## src/gble_pkg.sv

```systemverilog
// gble_pkg: shared widths, payload types and helper functions for the
// grid bilinear energy lookup; depends on nothing
`timescale 1ns / 1ps
`default_nettype none

package gble_pkg;

   // grid and number formats
   localparam int CELLS_X     = 64;
   localparam int CELLS_Y     = 64;
   localparam int FRAC_BITS   = 8;
   localparam int ENERGY_BITS = 16;

   // fixed port widths
   localparam int POS_BITS    = 14;
   localparam int CORNER_BITS = 16;
   localparam int RESULT_BITS = 16;

   // derived sizes
   localparam int INT_BITS   = POS_BITS - FRAC_BITS;
   localparam int CELL_COUNT = CELLS_X * CELLS_Y;
   localparam int IDX_BITS   = $clog2(CELL_COUNT);
   localparam int FRAC_ONE   = 1 << FRAC_BITS;
   localparam int WGT_BITS   = 2 * FRAC_BITS + 1;
   localparam int PROD_BITS  = ENERGY_BITS + WGT_BITS + 1;
   localparam int SUM_BITS   = PROD_BITS + 2;

   // queue between front and back
   localparam int QDEPTH    = 4;
   localparam int QPTR_BITS = $clog2(QDEPTH);
   localparam int QCNT_BITS = $clog2(QDEPTH + 1);

   typedef logic signed [ENERGY_BITS-1:0] energy_type;
   typedef logic [FRAC_BITS-1:0]          frac_type;

   // one table entry, packed as stored in the ram
   typedef struct packed {
      energy_type ur;
      energy_type ul;
      energy_type lr;
      energy_type ll;
   } cell_type;

   localparam int CELL_BITS = $bits(cell_type);

   // one beat handed from front to back
   typedef struct packed {
      logic     kind;
      frac_type fx;
      frac_type fy;
      cell_type corners;
   } item_type;

   typedef struct packed {
      logic     valid;
      item_type item;
   } push_type;

   // kind codes
   localparam logic KIND_QUERY = 1'b0;
   localparam logic KIND_WRITE = 1'b1;

   // clamp a 16-bit corner into the stored energy range
   function automatic energy_type sat_energy(input logic signed [CORNER_BITS-1:0] v);
      logic signed [32:0] w;
      logic signed [32:0] hi;
      logic signed [32:0] lo;
      w  = 33'(v);
      hi = (33'sd1 <<< (ENERGY_BITS - 1)) - 33'sd1;
      lo = -(33'sd1 <<< (ENERGY_BITS - 1));
      if (w > hi) begin
         w = hi;
      end else if (w < lo) begin
         w = lo;
      end
      return energy_type'(w);
   endfunction

   // integer parts of the position, wrapped into the grid
   function automatic logic [IDX_BITS-1:0] cell_index(input logic [POS_BITS-1:0] px,
                                                       input logic [POS_BITS-1:0] py);
      logic [INT_BITS-1:0] ix;
      logic [INT_BITS-1:0] iy;
      logic [31:0]         col;
      logic [31:0]         row;
      ix  = px[POS_BITS-1:FRAC_BITS];
      iy  = py[POS_BITS-1:FRAC_BITS];
      col = 32'(ix) % CELLS_X;
      row = 32'(iy) % CELLS_Y;
      return IDX_BITS'(row * 32'(CELLS_X) + col);
   endfunction

endpackage

`default_nettype wire

```

## src/gble_back.sv

```systemverilog
// gble_back: weight, multiply and round pipeline with the result register
// depends on gble_pkg
`timescale 1ns / 1ps
`default_nettype none

module gble_back (
   input  wire logic                                clock,
   input  wire logic                                reset,
   input  wire logic                                head_valid,
   input  wire gble_pkg::item_type                  head_item,
   output logic                                     pop,
   output logic                                     rsp_valid,
   input  wire logic                                rsp_ready,
   output logic signed [gble_pkg::RESULT_BITS-1:0]  rsp_energy,
   output logic                                     rsp_was_write
);

   localparam int W  = gble_pkg::WGT_BITS;
   localparam int P  = gble_pkg::PROD_BITS;
   localparam int SB = gble_pkg::SUM_BITS;
   localparam logic signed [SB-1:0] ROUND_HALF = SB'(1) <<< (2 * gble_pkg::FRAC_BITS - 1);

   logic adv;

   // stage 1: weights
   logic [gble_pkg::FRAC_BITS:0] gx, gy, fx, fy;
   logic [W-1:0] w_ll_in, w_lr_in, w_ul_in, w_ur_in;
   logic [W-1:0] w_ll_ff, w_lr_ff, w_ul_ff, w_ur_ff;
   logic               s1_valid_ff;
   logic               s1_kind_ff;
   gble_pkg::cell_type s1_cell_ff;

   // stage 2: products
   logic signed [P-1:0] p_ll_in, p_lr_in, p_ul_in, p_ur_in;
   logic signed [P-1:0] p_ll_ff, p_lr_ff, p_ul_ff, p_ur_ff;
   logic s2_valid_ff;
   logic s2_kind_ff;

   // stage 3: sum, round, result register
   logic signed [SB-1:0] sum;
   logic signed [SB-1:0] shifted;
   logic signed [gble_pkg::RESULT_BITS-1:0] energy_in;
   logic rsp_valid_ff;
   logic rsp_was_write_ff;
   logic signed [gble_pkg::RESULT_BITS-1:0] rsp_energy_ff;

   assign adv = !rsp_valid_ff || rsp_ready;
   assign pop = adv && head_valid;

   always_comb begin
      fx = {1'b0, head_item.fx};
      fy = {1'b0, head_item.fy};
      gx = (gble_pkg::FRAC_BITS + 1)'(gble_pkg::FRAC_ONE) - fx;
      gy = (gble_pkg::FRAC_BITS + 1)'(gble_pkg::FRAC_ONE) - fy;
      w_ll_in = W'(gx) * W'(gy);
      w_lr_in = W'(fx) * W'(gy);
      w_ul_in = W'(gx) * W'(fy);
      w_ur_in = W'(fx) * W'(fy);
   end

   always_comb begin
      p_ll_in = P'(s1_cell_ff.ll) * P'($signed({1'b0, w_ll_ff}));
      p_lr_in = P'(s1_cell_ff.lr) * P'($signed({1'b0, w_lr_ff}));
      p_ul_in = P'(s1_cell_ff.ul) * P'($signed({1'b0, w_ul_ff}));
      p_ur_in = P'(s1_cell_ff.ur) * P'($signed({1'b0, w_ur_ff}));
   end

   always_comb begin
      sum = SB'(p_ll_ff) + SB'(p_lr_ff) + SB'(p_ul_ff) + SB'(p_ur_ff) + ROUND_HALF;
      // arithmetic shift gives the floor
      shifted = sum >>> (2 * gble_pkg::FRAC_BITS);
      if (s2_kind_ff == gble_pkg::KIND_WRITE) begin
         energy_in = '0;
      end else begin
         energy_in = gble_pkg::RESULT_BITS'(shifted);
      end
   end

   always_ff @(posedge clock) begin
      if (reset) begin
         s1_valid_ff  <= 1'b0;
         s2_valid_ff  <= 1'b0;
         rsp_valid_ff <= 1'b0;
      end else if (adv) begin
         s1_valid_ff  <= head_valid;
         s2_valid_ff  <= s1_valid_ff;
         rsp_valid_ff <= s2_valid_ff;
      end
      if (adv) begin
         s1_kind_ff       <= head_item.kind;
         s1_cell_ff       <= head_item.corners;
         w_ll_ff          <= w_ll_in;
         w_lr_ff          <= w_lr_in;
         w_ul_ff          <= w_ul_in;
         w_ur_ff          <= w_ur_in;
         s2_kind_ff       <= s1_kind_ff;
         p_ll_ff          <= p_ll_in;
         p_lr_ff          <= p_lr_in;
         p_ul_ff          <= p_ul_in;
         p_ur_ff          <= p_ur_in;
         rsp_was_write_ff <= s2_kind_ff;
         rsp_energy_ff    <= energy_in;
      end
   end

   assign rsp_valid     = rsp_valid_ff;
   assign rsp_energy    = rsp_energy_ff;
   assign rsp_was_write = rsp_was_write_ff;

endmodule

`default_nettype wire

```

## config.mk

```make
export PLATFORM = sky130hd
export DESIGN_NAME = gble_back
export DESIGN_NICKNAME = d
export VERILOG_FILES = /design/src/gble_pkg.sv /design/src/gble_back.sv
export SDC_FILE = /design/constraint.sdc
export NUM_CORES = 2
export LEC_CHECK = 0
export BUFFER_PORTS_ARGS = -buffer_cell sky130_fd_sc_hd__buf_2
export CAP_MARGIN = 25
export CORE_ASPECT_RATIO = 1.75
export CORE_MARGIN = 2
export CORE_UTILIZATION = 65
export DETAILED_ROUTE_END_ITERATION = 6
export HOLD_SLACK_MARGIN = 0.1
export PLACE_DENSITY = 0.84
export SYNTH_ARGS = -nofsm -noshare
export SYNTH_HDL_FRONTEND = slang
export SYNTH_SLANG_ARGS = --single-unit
```

## constraint.sdc

```tcl
create_clock -name clock -period 18.8 [get_ports clock]
set_clock_uncertainty 0.05 [all_clocks]
set_input_delay 3.76 -clock clock [delete_from_list [all_inputs] [get_ports clock]]
set_output_delay 3.76 -clock clock [all_outputs]
set_load 0.005 [all_outputs]
```

==> results.json <==
{
  "required_ns": 19.13,
  "io_pins": 104,
  "synth_edf_count": 275,
  "crit_path_end_kind": "flop",
  "syn_nets": 7510,
  "postSynthRegisterBits": 278,
  "worst_pin_slew_ns": 0.970,
  "dpl_worst_slack_ns": 9.35,
  "clock-sinks": 278,
  "fin_crit_sh_pct": 47.3,
  "setup_ws_ns": 9.90,
  "place_hpwl_mm": 111,
  "rsz0062_at_grt": "false",
  "crit_chain": "buf_2 > inv_1 > ha_1 > nand2_1 > or3_1 > nor3_1 > nand2_1 > inv_1 > fa_1 > inv_1 > fa_1 > inv_1 > fa_1 > fa_1 > ha_1 > a21boi_1 > o21ai_0 > a21boi_1 > o21ai_1 > a21oi_1 > o41ai_1 > xnor2_1",
  "cap_viol_max_count": 0,
  "fill_cells": 6346,
  "vias_per_cell": 5.87,
  "relSlewSlack_pct": 35.3,
  "worst-path-stages": 22,
  "critPathMaxFanout": 15,
  "cts_tree": "yes",
  "post-synth-top-count-cell": "inv_1",
  "post_cts_buffers": 0,
  "worst_path_max_delay_cell": "nor3_1",
  "ys_async_sr_fraction_pct": 0,
  "r2r_slack_ns": 11.44,
  "placementRows": 142,
  "grt_use_total_pct": 33.2,
  "finalSetupTns_ns": 0,
  "worstHoldPathType": "reg -> reg",
  "arrival_ns": 9.22,
  "ant_nets": 0,
  "hold_start": "s1_kind_ff",
  "drt_pass1_iterations": 6,
  "timing.rr.start": "w_ll_ff[0]",
  "syn_area_um2": 55800,
  "postCtsHoldBufs": 0,
  "start_util_pct": 65.5,
  "die_w_um": 226,
  "critical_path.endpoint": "w_ll_ff[16]",
  "numCtsBuffers": 30,
  "avgSynthCellArea_um2": 9.77,
  "timing.fmax_ghz": 0.112,
  "dieArea_um2": 88300,
  "grt_max_degree": 184,
  "drive_above_1_share_pct": 3.44,
  "drc": 0,
  "clock_latency_ns": 0.65,
  "coreArea_um2": 85300,
  "synth.top_cells.by_area": "fa_1 38%, ha_1 15%, edfxtp_1 15%",
  "fin_crit_ns": 8.90,
  "startpoint": "head_item[65]",
  "slew_viol_final": 0,
  "syn2layout_area_growth_pct": 4.12,
  "reg2reg_depth": 20,
  "first_iter_violations": 2784,
  "grt_pass1_wl_mm": 225,
  "synth-seq-area-share_pct": 14.9,
  "fin_nets": 7470,
  "htreeDepth": 1,
  "io_buffers": 103,
  "r2r-end": "p_lr_ff[28]",
  "clockBufferDepth": 3,
  "synth_common_cells": "1245 x inv_1, 1048 x fa_1, 692 x nand2_1",
  "syn_inst": 5716,
  "start_kind": "input pin",
  "status": "completed",
  "ys_types": 75,
  "crit_buf_inv": 5,
  "path_class": "in -> reg",
  "yosysTopAreaCell": "fa_1",
  "cts_resized": 0,
  "grt.overflow.total": 0,
  "root_buffer": "clkbuf_16",
  "hold_viol": 0,
  "wl_per_cell_um": 20.6,
  "grt_pass1_vias": 44600,
  "num_vias": 39800,
  "yosys_most_used_dff": "edfxtp_1",
  "synth.top_cell.area_share_pct": 37.6,
  "routabilityCongestion": 0.927,
  "antenna_found_initial": 3,
  "cp_top_family": "adder cells",
  "clkTransAtPathRegs_ns": 0.06,
  "max_stage_delay_ns": 0.62,
  "yosysWarnings": 0,
  "final-setup-viol-count": 0,
  "drt_wl_total_mm": 140,
  "die_y_um": 392
}
-- worst min-delay path by stage --
stage | to | cells past startpoint
global route | s2_kind_ff | 0
finish | s2_kind_ff | 0
detailed placement | s2_kind_ff | 0
global placement | s2_kind_ff | 0
floorplan | s2_kind_ff | 0
CTS | s2_kind_ff | 0
-- cells in the final DEF (no fill, tap or decap), types with 8 or more instances in the layout --
master,n
fa_1,1048
clkinv_1,8
and2_1,640
a21boi_1,9
o21a_1,11
o21ai_1,31
nor3_1,21
xor2_1,48
nor2_1,156
edfxtp_1,275
buf_2,103
ha_1,661
nand4_1,8
nand3_1,31
nand2b_1,51
xnor2_1,149
a21o_1,87
a211oi_1,9
clkbuf_16,30
a21oi_1,124
o21bai_1,18
inv_1,1245
buf_4,18
o21ai_0,40
nand2_1,692
nor2b_1,22
a31oi_1,15
and3_1,14
-- flip-flops by register name, indices dropped and copies added (netlist names) --
name           cells
s1_cell_ff        64
p_ll_ff           32
p_lr_ff           32
p_ul_ff           32
p_ur_ff           32
w_ll_ff           17
rsp_energy        16
w_lr_ff           16
w_ul_ff           16
w_ur_ff           15
rsp_valid          1
rsp_was_write      1
s1_kind_ff         1
s1_valid_ff        1
s2_kind_ff         1
s2_valid_ff        1
-- layer usage --
layer | wire length [um] | GRT usage (%) | share of wire [%]
met5 | 16 | 0 | 0.011
met2 | 73300 | 60.1 | 52
met1 | 45800 | 35.6 | 33
met3 | 8960 | 4.41 | 6.4
met4 | 11600 | 23.4 | 8.3
-- per-stage QoR --
step	util, %	instances	instance area, um2	hold slack (ns)
2_1_floorplan	-	5716	55800	0.350
3_3_place_gp	67.0	6724	57100	0.369
3_5_place_dp	67.0	6724	57100	0.358
4_1_cts	68.1	6780	58100	0.387
5_1_grt	68.1	6780	58100	0.388
6_report	68.2	6781	58100	0.379
-- final cells by class --
type,count,area (um2),area share (%)
Antenna cell,1,2.50,0.00431
Timing Repair Buffer,122,671,1.15
Inverter,1249,4690,8.07
Clock buffer,34,766,1.32
Sequential cell,278,8320,14.3
Tap cell,1080,1350,2.32
Clock inverter,22,236,0.407
Multi-Input combinational cell,3995,42100,72.4
-- kinds of logic after synthesis --
kind of cell,Yosys count,share of synthesized area [%]
mux,5,0.0941
compound gates,415,4.94
fa+ha+maj,1709,52.4
buf+inv,1443,9.71
xor+xnor,197,3.09
simple gates,1669,14.9
flops,278,14.9
Power is left out: the tool's default activity adds up to more than one toggle a clock period on the data nets, which glitch-free logic cannot reach.
