`src/gble_pkg.sv`:
```
// gble_pkg: shared widths, payload types and helper functions for the
// grid bilinear energy lookup; depends on nothing
`timescale 1ns / 1ps
`default_nettype none

package gble_pkg;

   // grid and number formats
   localparam int CELLS_X     = 64;
   localparam int CELLS_Y     = 64;
   localparam int FRAC_BITS   = 8;
   localparam int ENERGY_BITS = 16;

   // fixed port widths
   localparam int POS_BITS    = 14;
   localparam int CORNER_BITS = 16;
   localparam int RESULT_BITS = 16;

   // derived sizes
   localparam int INT_BITS   = POS_BITS - FRAC_BITS;
   localparam int CELL_COUNT = CELLS_X * CELLS_Y;
   localparam int IDX_BITS   = $clog2(CELL_COUNT);
   localparam int FRAC_ONE   = 1 << FRAC_BITS;
   localparam int WGT_BITS   = 2 * FRAC_BITS + 1;
   localparam int PROD_BITS  = ENERGY_BITS + WGT_BITS + 1;
   localparam int SUM_BITS   = PROD_BITS + 2;

   // queue between front and back
   localparam int QDEPTH    = 4;
   localparam int QPTR_BITS = $clog2(QDEPTH);
   localparam int QCNT_BITS = $clog2(QDEPTH + 1);

   typedef logic signed [ENERGY_BITS-1:0] energy_type;
   typedef logic [FRAC_BITS-1:0]          frac_type;

   // one table entry, packed as stored in the ram
   typedef struct packed {
      energy_type ur;
      energy_type ul;
      energy_type lr;
      energy_type ll;
   } cell_type;

   localparam int CELL_BITS = $bits(cell_type);

   // one beat handed from front to back
   typedef struct packed {
      logic     kind;
      frac_type fx;
      frac_type fy;
      cell_type corners;
   } item_type;

   typedef struct packed {
      logic     valid;
      item_type item;
   } push_type;

   // kind codes
   localparam logic KIND_QUERY = 1'b0;
   localparam logic KIND_WRITE = 1'b1;

   // clamp a 16-bit corner into the stored energy range
   function automatic energy_type sat_energy(input logic signed [CORNER_BITS-1:0] v);
      logic signed [32:0] w;
      logic signed [32:0] hi;
      logic signed [32:0] lo;
      w  = 33'(v);
      hi = (33'sd1 <<< (ENERGY_BITS - 1)) - 33'sd1;
      lo = -(33'sd1 <<< (ENERGY_BITS - 1));
      if (w > hi) begin
         w = hi;
      end else if (w < lo) begin
         w = lo;
      end
      return energy_type'(w);
   endfunction

   // integer parts of the position, wrapped into the grid
   function automatic logic [IDX_BITS-1:0] cell_index(input logic [POS_BITS-1:0] px,
                                                       input logic [POS_BITS-1:0] py);
      logic [INT_BITS-1:0] ix;
      logic [INT_BITS-1:0] iy;
      logic [31:0]         col;
      logic [31:0]         row;
      ix  = px[POS_BITS-1:FRAC_BITS];
      iy  = py[POS_BITS-1:FRAC_BITS];
      col = 32'(ix) % CELLS_X;
      row = 32'(iy) % CELLS_Y;
      return IDX_BITS'(row * 32'(CELLS_X) + col);
   endfunction

endpackage

`default_nettype wire

```
`src/gble_queue.sv`:
```
// gble_queue: short fifo between front and back
// depends on gble_pkg
`timescale 1ns / 1ps
`default_nettype none

module gble_queue (
   input  wire logic                           clock,
   input  wire logic                           reset,
   input  wire gble_pkg::push_type             push,
   input  wire logic                           pop,
   output logic                                head_valid,
   output gble_pkg::item_type                  head_item,
   output logic [gble_pkg::QCNT_BITS-1:0]      level
);

   gble_pkg::item_type                  slot_ff [gble_pkg::QDEPTH];
   logic [gble_pkg::QPTR_BITS-1:0]      wr_ptr_ff, wr_ptr_in;
   logic [gble_pkg::QPTR_BITS-1:0]      rd_ptr_ff, rd_ptr_in;
   logic [gble_pkg::QCNT_BITS-1:0]      count_ff,  count_in;
   logic                                do_pop;

   assign head_valid = (count_ff != '0);
   assign head_item  = slot_ff[rd_ptr_ff];
   assign level      = count_ff;
   assign do_pop     = pop && head_valid;

   always_comb begin
      wr_ptr_in = push.valid ? wr_ptr_ff + 1'b1 : wr_ptr_ff;
      rd_ptr_in = do_pop ? rd_ptr_ff + 1'b1 : rd_ptr_ff;
      count_in  = count_ff;
      case ({push.valid, do_pop})
         2'b10:   count_in = count_ff + 1'b1;
         2'b01:   count_in = count_ff - 1'b1;
         default: count_in = count_ff;
      endcase
   end

   always_ff @(posedge clock) begin
      if (reset) begin
         wr_ptr_ff <= '0;
         rd_ptr_ff <= '0;
         count_ff  <= '0;
      end else begin
         wr_ptr_ff <= wr_ptr_in;
         rd_ptr_ff <= rd_ptr_in;
         count_ff  <= count_in;
      end
      if (push.valid) begin
         slot_ff[wr_ptr_ff] <= push.item;
      end
   end

endmodule

`default_nettype wire

```
`config.mk`:
```
export PLATFORM = sky130hd
export DESIGN_NAME = gble_queue
export DESIGN_NICKNAME = d
export VERILOG_FILES = /design/src/gble_pkg.sv /design/src/gble_queue.sv
export SDC_FILE = /design/constraint.sdc
export NUM_CORES = 1
export LEC_CHECK = 0
export BUFFER_PORTS_ARGS = -buffer_cell sky130_fd_sc_hd__buf_2
export CORE_UTILIZATION = 55
export DETAILED_ROUTE_END_ITERATION = 8
export PLACE_DENSITY = 0.77
export SETUP_SLACK_MARGIN = 0.05
export SYNTH_ARGS = -nofsm -noshare
export SYNTH_HDL_FRONTEND = slang
export SYNTH_SLANG_ARGS = --single-unit
```
`constraint.sdc`:
```
create_clock -name clock -period 3.5 [get_ports clock]
set_clock_uncertainty 0.2 [all_clocks]
set_input_delay 0.35 -clock clock [delete_from_list [all_inputs] [get_ports clock]]
set_output_delay 0.35 -clock clock [all_outputs]
set_load 0.005 [all_outputs]
```
==> out/qor.yml, run 1 <==
outcome: "complete, no violations"
gr-usage-met2_pct: 33.76
relSlewSlack_pct: 56.45
antenna_left: 0
critPathMaxStageDelay_ps: 590
worstSetupPathType: "flip-flop to output port"
rsz0062_at_grt: "no"
tightest_slew_ps: 653.3
p_leak_nw: 5.173
pwr-share-clk_pct: 34.4
final_hold_viol_count: 0
grt_max_degree: 50
critPathLaunchType: "flip-flop"
top_usage_layer: "met2"
design.die.area_um2: 22800
nFillCells: 1349
drc_errors: 0
power_frac_comb_pct: 16.6
ys_types: 20
cts_made_buffers: 34
ys_seq_elements: 333
ioPinCount: 170
min_period_ps: 2719
rows: 54
final_max_slew_viol_count: 0
crit_slowest_cell: "mux4_2"
internal_power_mw: 7.456
first_pass_iters: 4
overflow: 0
clock.fmax_mhz: 367.8
hold_path.class: "input port to flip-flop"
whs_ps: 54.39
regArea_um2: 9917
finalCritPeriodShare_pct: 77.69
vias: 5744
hpwlAfterDp_um: 12690
clkSinkCount: 333
avgSynthCellArea_um2: 25.98
start_util_pct: 55.96
fin_tns_setup_ps: 0
setup_viol: 0
arrival_ps: 2170
path_cells: "buf_4, mux4_2, buf_2"
grt_antenna_before_repair: 1
layout-drive-gt1-share_pct: 40.55
drtIter0Drc: 333
clk-insertion-delay-late_ps: 490
place_congestion: 0.7118
netlist_area_um2: 12210
gr-usage-met3_pct: 3.946
die_h_um: 151.0
clkSlewWorstSetupHoldPaths_ps: 60
htree_levels: 2
cts_root_buffer: "clkbuf_16"
multiInputGateArea_um2: 2071
pwr-share-seq_pct: 49.0
die_w_um: 151.0
finalWirelength_um: 21910
cts_tree: "built"
worst_setup_path_end_kind: "output port"
grt.total_usage_pct: 19.51
grt_pass1_vias: 6163
post_drt_wl_per_cell_um: 21.01
cp_top_family: "buffers and inverters"
area_growth_pct: 24.30
yosysSeqAreaShare_pct: 81.15
vdd_ir_drop_max_mv: 0.5269
viasPerCell: 5.507
port_buffers: 169
yosysWarnings: 0
switchingPower_mw: 2.160
grt_pass1_wl_um: 32620
cp_max_fo: 24
worstPathRequired_ps: 2950
crit_buf_inv: 2
fp.coreArea_um2: 21820
use_met1_pct: 24.74
cap_violations: 0
cellPowerDensity_nw_per_um2: 633.5
synthCells: 470
final_core_utilization_pct: 69.56
cts_buffer_depth: 3
sw_frac_of_total_pct: 22.46
syn-num-nets: 561
fin_nets: 836
## worst register-to-register path, stage by stage, from the launching register on
cell and delay [ps]:
dfxtp_1 430, o31a_1 230, ha_1 210, inv_1 70, fa_1 380, xor2_1 170, or3_1 320, a21oi_1 150
## power by group through the flow
stage / sequential [mW] / clock, mW / combinational, mW
6_report: 4.71 / 3.31 / 1.59
3_5_place_dp: 4.80 / 0 / 1.55
4_1_cts: 4.72 / 3.39 / 1.63
2_1_floorplan: 4.74 / 0 / 1.13
3_3_place_gp: 4.78 / 0 / 1.51
5_1_grt: 4.73 / 3.53 / 1.74
## sequential cells by signal (all words and copies together) (netlist names), named ones only
name and cells:
level 3, rd_ptr_ff 2, wr_ptr_ff 2, slot_ff 324
## placed cells by master, fill, tap and decap left out, types with 2 or more instances in the layout
master	instances
clkinv_2	8
mux4_2	81
buf_12	6
ha_1	5
xnor2_1	2
clkbuf_1	6
inv_1	6
or3_1	2
nor2_1	8
and2_4	4
clkbuf_16	37
dfxtp_1	7
xor2_1	3
dfxtp_4	2
a21oi_1	2
dlygate4sd3_1	82
edfxtp_1	324
buf_2	169
## layout make-up
class                           count  share of cell area (%)
Antenna cell                        1                 0.01649
Clock buffer                       43                   6.248
Clock inverter                     10                  0.4863
Inverter                            6                  0.1484
Multi-Input combinational cell    112                   13.64
Sequential cell                   333                   65.33
Tap cell                          280                   2.308
Timing Repair Buffer              258                   11.82
## per-layer routing
layer / routed length (µm) / share of wire, % / vias up
li1: - / - / 2552
met1: 8621 / 39 / 2961
met2: 11660 / 53 / 186
met3: 1110 / 5.1 / 45
met4: 516 / 2.4 / 0
met5: 0 / 0 / -
## metrics by stage
step | power [mW] | worst slack (ps) | area, µm² | cells
floorplan | 5.862 | 423.7 | 12210 | 470
global placement | 6.289 | 1270 | 13330 | 907
detailed placement | 6.348 | 1241 | 13330 | 907
CTS | 9.742 | 696.6 | 15180 | 1042
global route | 10.00 | 619.5 | 15180 | 1043
finish | 9.616 | 780.8 | 15180 | 1043
## logic make-up (layout without fill, tap and decap cells)
family	count (synthesis)	count (layout)	share of synthesized area, %
compound gates	5	5	0.2664
mux	82	82	15.02
other cells	0	1	0
flops	333	333	81.15
buf+inv	25	317	1.977
fa+ha+maj	6	6	0.6762
simple gates	14	14	0.5532
xor+xnor	5	5	0.3587
## cells in the mapped netlist, drive strengths merged
master / n / area share (%)
o31a: 1 / 0.072
or3: 2 / 0.10
fa: 1 / 0.16
mux2i: 1 / 0.082
o21ai: 1 / 0.041
mux4: 81 / 15
xnor2: 2 / 0.14
nor2: 8 / 0.25
edfxtp: 324 / 80
inv: 6 / 0.18
xor2: 3 / 0.22
clkbuf: 2 / 0.061
o311ai: 1 / 0.072
ha: 5 / 0.51
dfxtp: 9 / 1.5
a21oi: 2 / 0.082
and2: 4 / 0.20
buf: 17 / 1.7
## final timing paths
kind           startpoint             to  slack, ps  cells past startpoint
max             flip-flop  head_item[67]        780                      3
min              push[81]   wr_ptr_ff[1]         50                      3
max reg2reg      level[0]       level[2]       1270                      7
min reg2reg  rd_ptr_ff[1]      flip-flop        350                      2
## repair_timing
action,CTS,global route
endpoints found under the hold margin,333,0
gates resized for setup,0,0
hold buffers,82,0
setup buffers,0,0
No activity file was read; power rests on OpenSTA's default activity.
==> inputs of run 2 (changes only) <==
--- a/config.mk
+++ b/config.mk
@@ -6,9 +6,9 @@
 export NUM_CORES = 1
 export LEC_CHECK = 0
 export BUFFER_PORTS_ARGS = -buffer_cell sky130_fd_sc_hd__buf_2
-export CORE_UTILIZATION = 55
+export CORE_UTILIZATION = 51
 export DETAILED_ROUTE_END_ITERATION = 8
-export PLACE_DENSITY = 0.77
+export PLACE_DENSITY = 0.75
 export SETUP_SLACK_MARGIN = 0.05
 export SYNTH_ARGS = -nofsm -noshare
 export SYNTH_HDL_FRONTEND = slang
==> constraint.sdc (replaced) <==
create_clock -name clock -period 2.2 [get_ports clock]
set_clock_uncertainty 0.2 [all_clocks]
set_input_delay 0.22 -clock clock [delete_from_list [all_inputs] [get_ports clock]]
set_output_delay 0.22 -clock clock [all_outputs]
set_load 0.005 [all_outputs]
==> run 2 against run 1 <==
Effect of this change:
- the run now ends with setup timing left
- global-route usage shrank 0.28 points
- sequential power rose by 58%
- register-to-register slack got worse by 1200 ps
- die area grew 7.7%
- combinational power up 100%
- sequential cell count unchanged
- largest power group unchanged
- final area rose by 3.8%
==> out/qor.yml, run 2 (same netlist as run 1, synthesis figures left out) <==
port_buffers: 169  # unchanged
post_dp_cell_area_um2: 13470  # was 13330 µm²
reg2reg_to: "level[2]"  # unchanged
fin_cells: 1112  # was 1043
vdd_ir_drop_max_mv: 0.6920  # was 0.5269 mV
grt_antenna_before_repair: 1  # unchanged
switchingPower_mw: 3.771  # was 2.160 mW
layout-drive-gt1-share_pct: 42.55  # was 40.55%
post_drt_wl_per_cell_um: 21.19  # was 21.01 µm
cp_max_fo: 7  # was 24
hold_path.class: "input port to flip-flop"  # unchanged
critical_path_depth: 4  # was 3
largest_register_ffs: 324  # unchanged
dpl.cell_count: 953  # was 907
cellPowerDensity_nw_per_um2: 1035  # was 633.5 nW/µm²
ioPinCount: 170  # unchanged
outcome: "finished with violations"  # was complete, no violations
reg2reg_depth: 7  # unchanged
whs_ps: 261.7  # was 54.39 ps
layout_commonest_cell: "edfxtp_1"  # unchanged
worstPathRequired_ps: 1780  # was 2950 ps
grt.total_usage_pct: 19.23  # was 19.51%
overflow: 0  # unchanged
pre_cts_ws_ps: 55.97  # was 1241 ps
postLayoutSetupSlackWorst_ps: -114.9  # was 780.8 ps
rsz0062_at_grt: "yes"  # was no
place_congestion: 0.7586  # was 0.7118
violations: "setup timing"
clock.fmax_mhz: 432.0
crit_slowest_cell: "mux4_2"  # unchanged
first_pass_iters: 4  # unchanged
grt_max_degree: 53  # was 50
largest-register: "slot_ff"  # unchanged
htree_levels: 2  # unchanged
internal_power_mw: 12.54  # was 7.456 mW
area_growth_pct: 29.01  # was 24.30%
setup_viol: 81  # was 0
nFillCells: 1461  # was 1349
final_max_slew_viol_count: 0  # unchanged
p_leak_nw: 5.391  # was 5.173 nW
cts_buffer_depth: 3  # unchanged
pwr-share-clk_pct: 34.4  # about the same
critPathMaxStageDelay_ps: 540  # was 590 ps
worstReg2RegStart: "level[2]"  # was level[0]
pwr-share-seq_pct: 45.7  # was 49.0%
hpwlAfterDp_um: 12820  # was 12690 µm
final_hold_viol_count: 0  # unchanged
clkSlewWorstSetupHoldPaths_ps: 60  # about the same
multiInputGateArea_um2: 2079  # was 2071 µm²
cap_violations: 0  # unchanged
cp-endpoint: "head_item[75]"  # was head_item[67]
cp_top_family: "multiplexers"  # was buffers and inverters
clkSinkCount: 333  # unchanged
sw_frac_of_total_pct: 23.12  # was 22.46%
clk-insertion-delay-late_ps: 510  # was 490 ps
crit_buf_inv: 3  # was 2
fp.coreArea_um2: 23470  # was 21820 µm²
power_frac_comb_pct: 19.9  # was 16.6%
start_util_pct: 52.03  # was 55.96%
grt_pass1_wl_um: 34930  # was 32620 µm
layout_common_cells: "edfxtp_1, buf_2, dlygate4sd3_1"  # unchanged
viasPerCell: 5.313  # was 5.507
drtIter0Drc: 318  # was 333
regArea_um2: 9928  # was 9917 µm²
rows: 56  # was 54
relSlewSlack_pct: 63.50  # was 56.45%
design.die.area_um2: 24570  # was 22800 µm²
finalWirelength_um: 23570  # was 21910 µm
vias: 5908  # was 5744
grt_pass1_vias: 6431  # was 6163
drc_errors: 0  # unchanged
finalCritPeriodShare_pct: 105.2
r2r_slack_ps: 90  # was 1270 ps
worstSetupPathType: "flip-flop to output port"  # unchanged
fin_tns_setup_ps: -6496  # was 0 ps
arrival_ps: 1890  # was 2170 ps
die_h_um: 156.7  # was 151.0 µm
antenna_left: 0  # unchanged
final_area_um2: 15750  # was 15180 µm²
fin_nets: 858  # was 836
cts_made_buffers: 34  # unchanged
path_cells: "buf_12, buf_16, mux4_2, buf_2"  # was buf_4, mux4_2, buf_2
die_w_um: 156.7  # was 151.0 µm
tightest_slew_ps: 540.6  # was 653.3 ps
critPathLaunchType: "flip-flop"  # unchanged
worst_setup_path_end_kind: "output port"  # unchanged
cts_root_buffer: "clkbuf_16"  # unchanged
cts_tree: "built"  # unchanged
min_period_ps: 2315
-- run 2: layout make-up --
class,instances,share of cell area (%)
multi-input combinational,112,13.20
clock buffer,42,5.591
sequential,333,63.02
tap,319,2.534
antenna,1,0.01588
timing repair buffer,280,14.15
clock inverter,19,1.350
inverter,6,0.1430
-- run 2: what timing repair did --
action                                  CTS  global route
cloned                                    3             5
hold buffers                             84             0
pin swaps                                 0             3
setup buffers                             3             2
endpoints found under the hold margin   333             0
resized for setup                         9            13
endpoints found under the setup margin   82            82
-- run 2: power groups by stage --
stage	logic (mW)	registers, mW	clock network, mW
final	3.25	7.45	5.61
after global routing	3.50	7.48	5.95
after CTS	3.00	7.44	5.71
after detailed placement	2.58	7.58	0
after global placement	2.54	7.54	0
after floorplan	1.80	7.52	0
-- run 2: worst min path at each step --
stage | startpoint | to | slack, ps | depth (start not counted)
finish | push[52] | slot_ff[0][52] | 260 | 2
global placement | push[64] | slot_ff[0][64] | 230 | 1
detailed placement | push[67] | slot_ff[0][67] | 240 | 1
CTS | push[52] | slot_ff[0][52] | 230 | 2
floorplan | push[0] | slot_ff[0][0] | 120 | 0
global route | push[52] | slot_ff[0][52] | 250 | 2
-- run 2: layer usage --
metal	wire length [µm]	GRT usage, %
met5	0	0
met4	526	6.209
met3	1281	3.877
met2	12430	33.76
met1	9332	24.00
-- run 2: through the flow --
step,util (%),power (mW)
final,67.12,16.31
after global routing,67.11,16.93
after CTS,66.30,16.15
after detailed placement,57.40,10.16
after global placement,57.40,10.08
after floorplan,-,9.312
==> inputs of run 3 (changes only) <==
--- a/config.mk
+++ b/config.mk
@@ -6,9 +6,9 @@
 export NUM_CORES = 1
 export LEC_CHECK = 0
 export BUFFER_PORTS_ARGS = -buffer_cell sky130_fd_sc_hd__buf_2
-export CORE_UTILIZATION = 51
+export CORE_UTILIZATION = 55
 export DETAILED_ROUTE_END_ITERATION = 8
-export PLACE_DENSITY = 0.75
+export PLACE_DENSITY = 0.77
 export SETUP_SLACK_MARGIN = 0.05
 export SYNTH_ARGS = -nofsm -noshare
 export SYNTH_HDL_FRONTEND = slang
==> constraint.sdc (replaced) <==
create_clock -name clock -period 2.75 [get_ports clock]
set_clock_uncertainty 0.2 [all_clocks]
set_input_delay 0.275 -clock clock [delete_from_list [all_inputs] [get_ports clock]]
set_output_delay 0.275 -clock clock [all_outputs]
set_load 0.005 [all_outputs]
==> run 3 against run 2 <==
Effect of this change:
- the run now ends clean
- worst hold slack got worse by 190 ps
- clock-buffer cell count increased by 1
- final area fell by 2.3%
- via count is 0.98% lower
- sequential power is 20% lower
- final cell count decreased by 4.0%
- sequential cell count unchanged
- global-route usage up 1.4 points
- combinational power is 34% lower
- critical endpoint is now head_item[1]
- largest cell class unchanged
==> out/qor.yml, run 3 (same netlist as run 1, synthesis figures left out) <==
grt_pass1_vias: 6312  # was 6431
cap_violations: 0  # unchanged
worstPathRequired_ps: 2280  # was 1780 ps
cp_top_family: "flip-flops"  # was multiplexers
hold_path.class: "input port to flip-flop"  # unchanged
power.total_mw: 12.56  # was 16.31 mW
cp_max_fo: 33  # was 7
r2r_slack_ps: 550  # was 90 ps
min_period_ps: 2450
worstSetupPathType: "flip-flop to output port"  # unchanged
grt.total_usage_pct: 20.60  # was 19.23%
clock.fmax_mhz: 408.1
rsz0062_at_grt: "no"  # was yes
pre_cts_ws_ps: 577.4  # was 55.97 ps
tightest_slew_ps: 579.9  # was 540.6 ps
cellPowerDensity_nw_per_um2: 815.7  # was 1035 nW/µm²
finalCritPeriodShare_pct: 89.11
vdd_ir_drop_max_mv: 0.5495  # was 0.6920 mV
grt_max_degree: 58  # was 53
cts_made_buffers: 34  # unchanged
final_hold_viol_count: 0  # unchanged
setup_viol: 0  # was 81
critPathLaunchType: "flip-flop"  # unchanged
htree_levels: 2  # unchanged
reg2reg_depth: 7  # unchanged
layout_common_cells: "edfxtp_1, buf_2, dlygate4sd3_1"  # unchanged
ctsResizeCount: 0  # was 9
area_growth_pct: 26.06  # was 29.01%
start_util_pct: 55.96  # was 52.03%
crit_buf_inv: 2  # was 3
die_w_um: 151.0  # was 156.7 µm
hold-path-endpoint: "rd_ptr_ff[1]"  # was slot_ff[0][52]
drc_errors: 0  # unchanged
clkSlewWorstSetupHoldPaths_ps: 60  # about the same
vias: 5850  # was 5908
cts_buffer_depth: 3  # unchanged
layout-drive-gt1-share_pct: 41.35  # was 42.55%
relSlewSlack_pct: 61.34  # was 63.50%
largest-register: "slot_ff"  # unchanged
grt_antenna_before_repair: 2  # was 1
die_h_um: 151.0  # was 156.7 µm
clk-insertion-delay-late_ps: 500  # was 510 ps
hpwlAfterDp_um: 13390  # was 12820 µm
drtIter0Drc: 285  # was 318
design.die.area_um2: 22800  # was 24570 µm²
postLayoutSetupSlackWorst_ps: 299.5  # was -114.9 ps
overflow: 0  # unchanged
viasPerCell: 5.478  # was 5.313
place_congestion: 0.7627  # was 0.7586
reg2reg_to: "level[2]"  # unchanged
path_cells: "buf_12, mux4_2, buf_2"  # was buf_12, buf_16, mux4_2, buf_2
post_drt_wl_per_cell_um: 21.47  # was 21.19 µm
finalWirelength_um: 22930  # was 23570 µm
cts_root_buffer: "clkbuf_16"  # unchanged
crit_slowest_cell: "dfxtp_4"  # was mux4_2
final_max_slew_viol_count: 0  # unchanged
first_pass_iters: 4  # unchanged
cts_tree: "built"  # unchanged
port_buffers: 169  # unchanged
arrival_ps: 1980  # was 1890 ps
fin_nets: 851  # was 858
largest_register_ffs: 324  # unchanged
clkSinkCount: 333  # unchanged
fin_tns_setup_ps: 0  # was -6496 ps
critPathMaxStageDelay_ps: 710  # was 540 ps
ioPinCount: 170  # unchanged
rows: 54  # was 56
worstReg2RegStart: "level[0]"  # was level[2]
worst_setup_path_end_kind: "output port"  # unchanged
layout_commonest_cell: "edfxtp_1"  # unchanged
antenna_left: 0  # unchanged
outcome: "complete, no violations"  # was finished with violations
fp.coreArea_um2: 21820  # was 23470 µm²
grt_pass1_wl_um: 34190  # was 34930 µm
p_leak_nw: 5.271  # was 5.391 nW
whs_path_depth: 4  # was 2
min_from: "pop"  # was push[52]
[run 3: changes by cell type in the layout (fill, tap and decap cells not counted), moves of 3 or more]
cell / delta
buf_2: +7
buf_6: -7
clkinv_1: +3
buf_16: -6
dfxtp_1: +3
buf_4: +4
dfxtp_4: -3
[run 3: what timing repair did]
item | CTS | global route
setup buffers | 3 | 0
endpoints found under the hold margin | 333 | 0
hold buffers | 83 | 0
endpoints found under the setup margin | 2 | 0
[run 3: area by class of cell]
class	count	area (µm²)
sequential	333	9917
fill	1280	6430
multi-input combinational	112	2071
timing repair buffer	273	1934
clock buffer	43	948.4
tap	280	350.3
clock inverter	19	145.1
inverter	6	22.52
antenna	2	5.005
[run 3: power breakdown]
part | internal [mW] | switching, mW
Combinational | 1.19 | 0.952
Clock | 2.63 | 1.80
Sequential | 5.85 | 0.131
[run 3: routing by layer]
metal,part of all wire (%),vias to the layer above,track usage [%]
li1,-,2598,-
met1,39,3029,25.75
met2,53,182,35.94
met3,5.1,41,4.187
met4,2.2,0,7.200
met5,0,-,0
[run 3: worst max-delay path by stage]
stage | to | slack [ps] | depth (start not counted)
after global placement | head_item[49] | 610 | 3
after global routing | head_item[63] | 210 | 3
after detailed placement | level[2] | 580 | 7
after CTS | head_item[63] | 260 | 3
after floorplan | slot_ff[2][0] | 560 | 3
final | head_item[1] | 300 | 3
[run 3: through the flow]
step                      hold WS [ps]  util (%)  std cells  cell area, µm²
after floorplan                  173.9         -        470           12220
after global placement           283.4     61.59        918           13440
after detailed placement         293.1     61.59        918           13440
after CTS                        60.11     70.51       1066           15390
after global routing             103.9     70.53       1067           15390
final                            71.98     70.54       1068           15390
[run 3: worst min-delay path: stages]
cell and delay (ps):
buf_2 120, o311ai_0 140, xor2_1 80, nor2_1 110
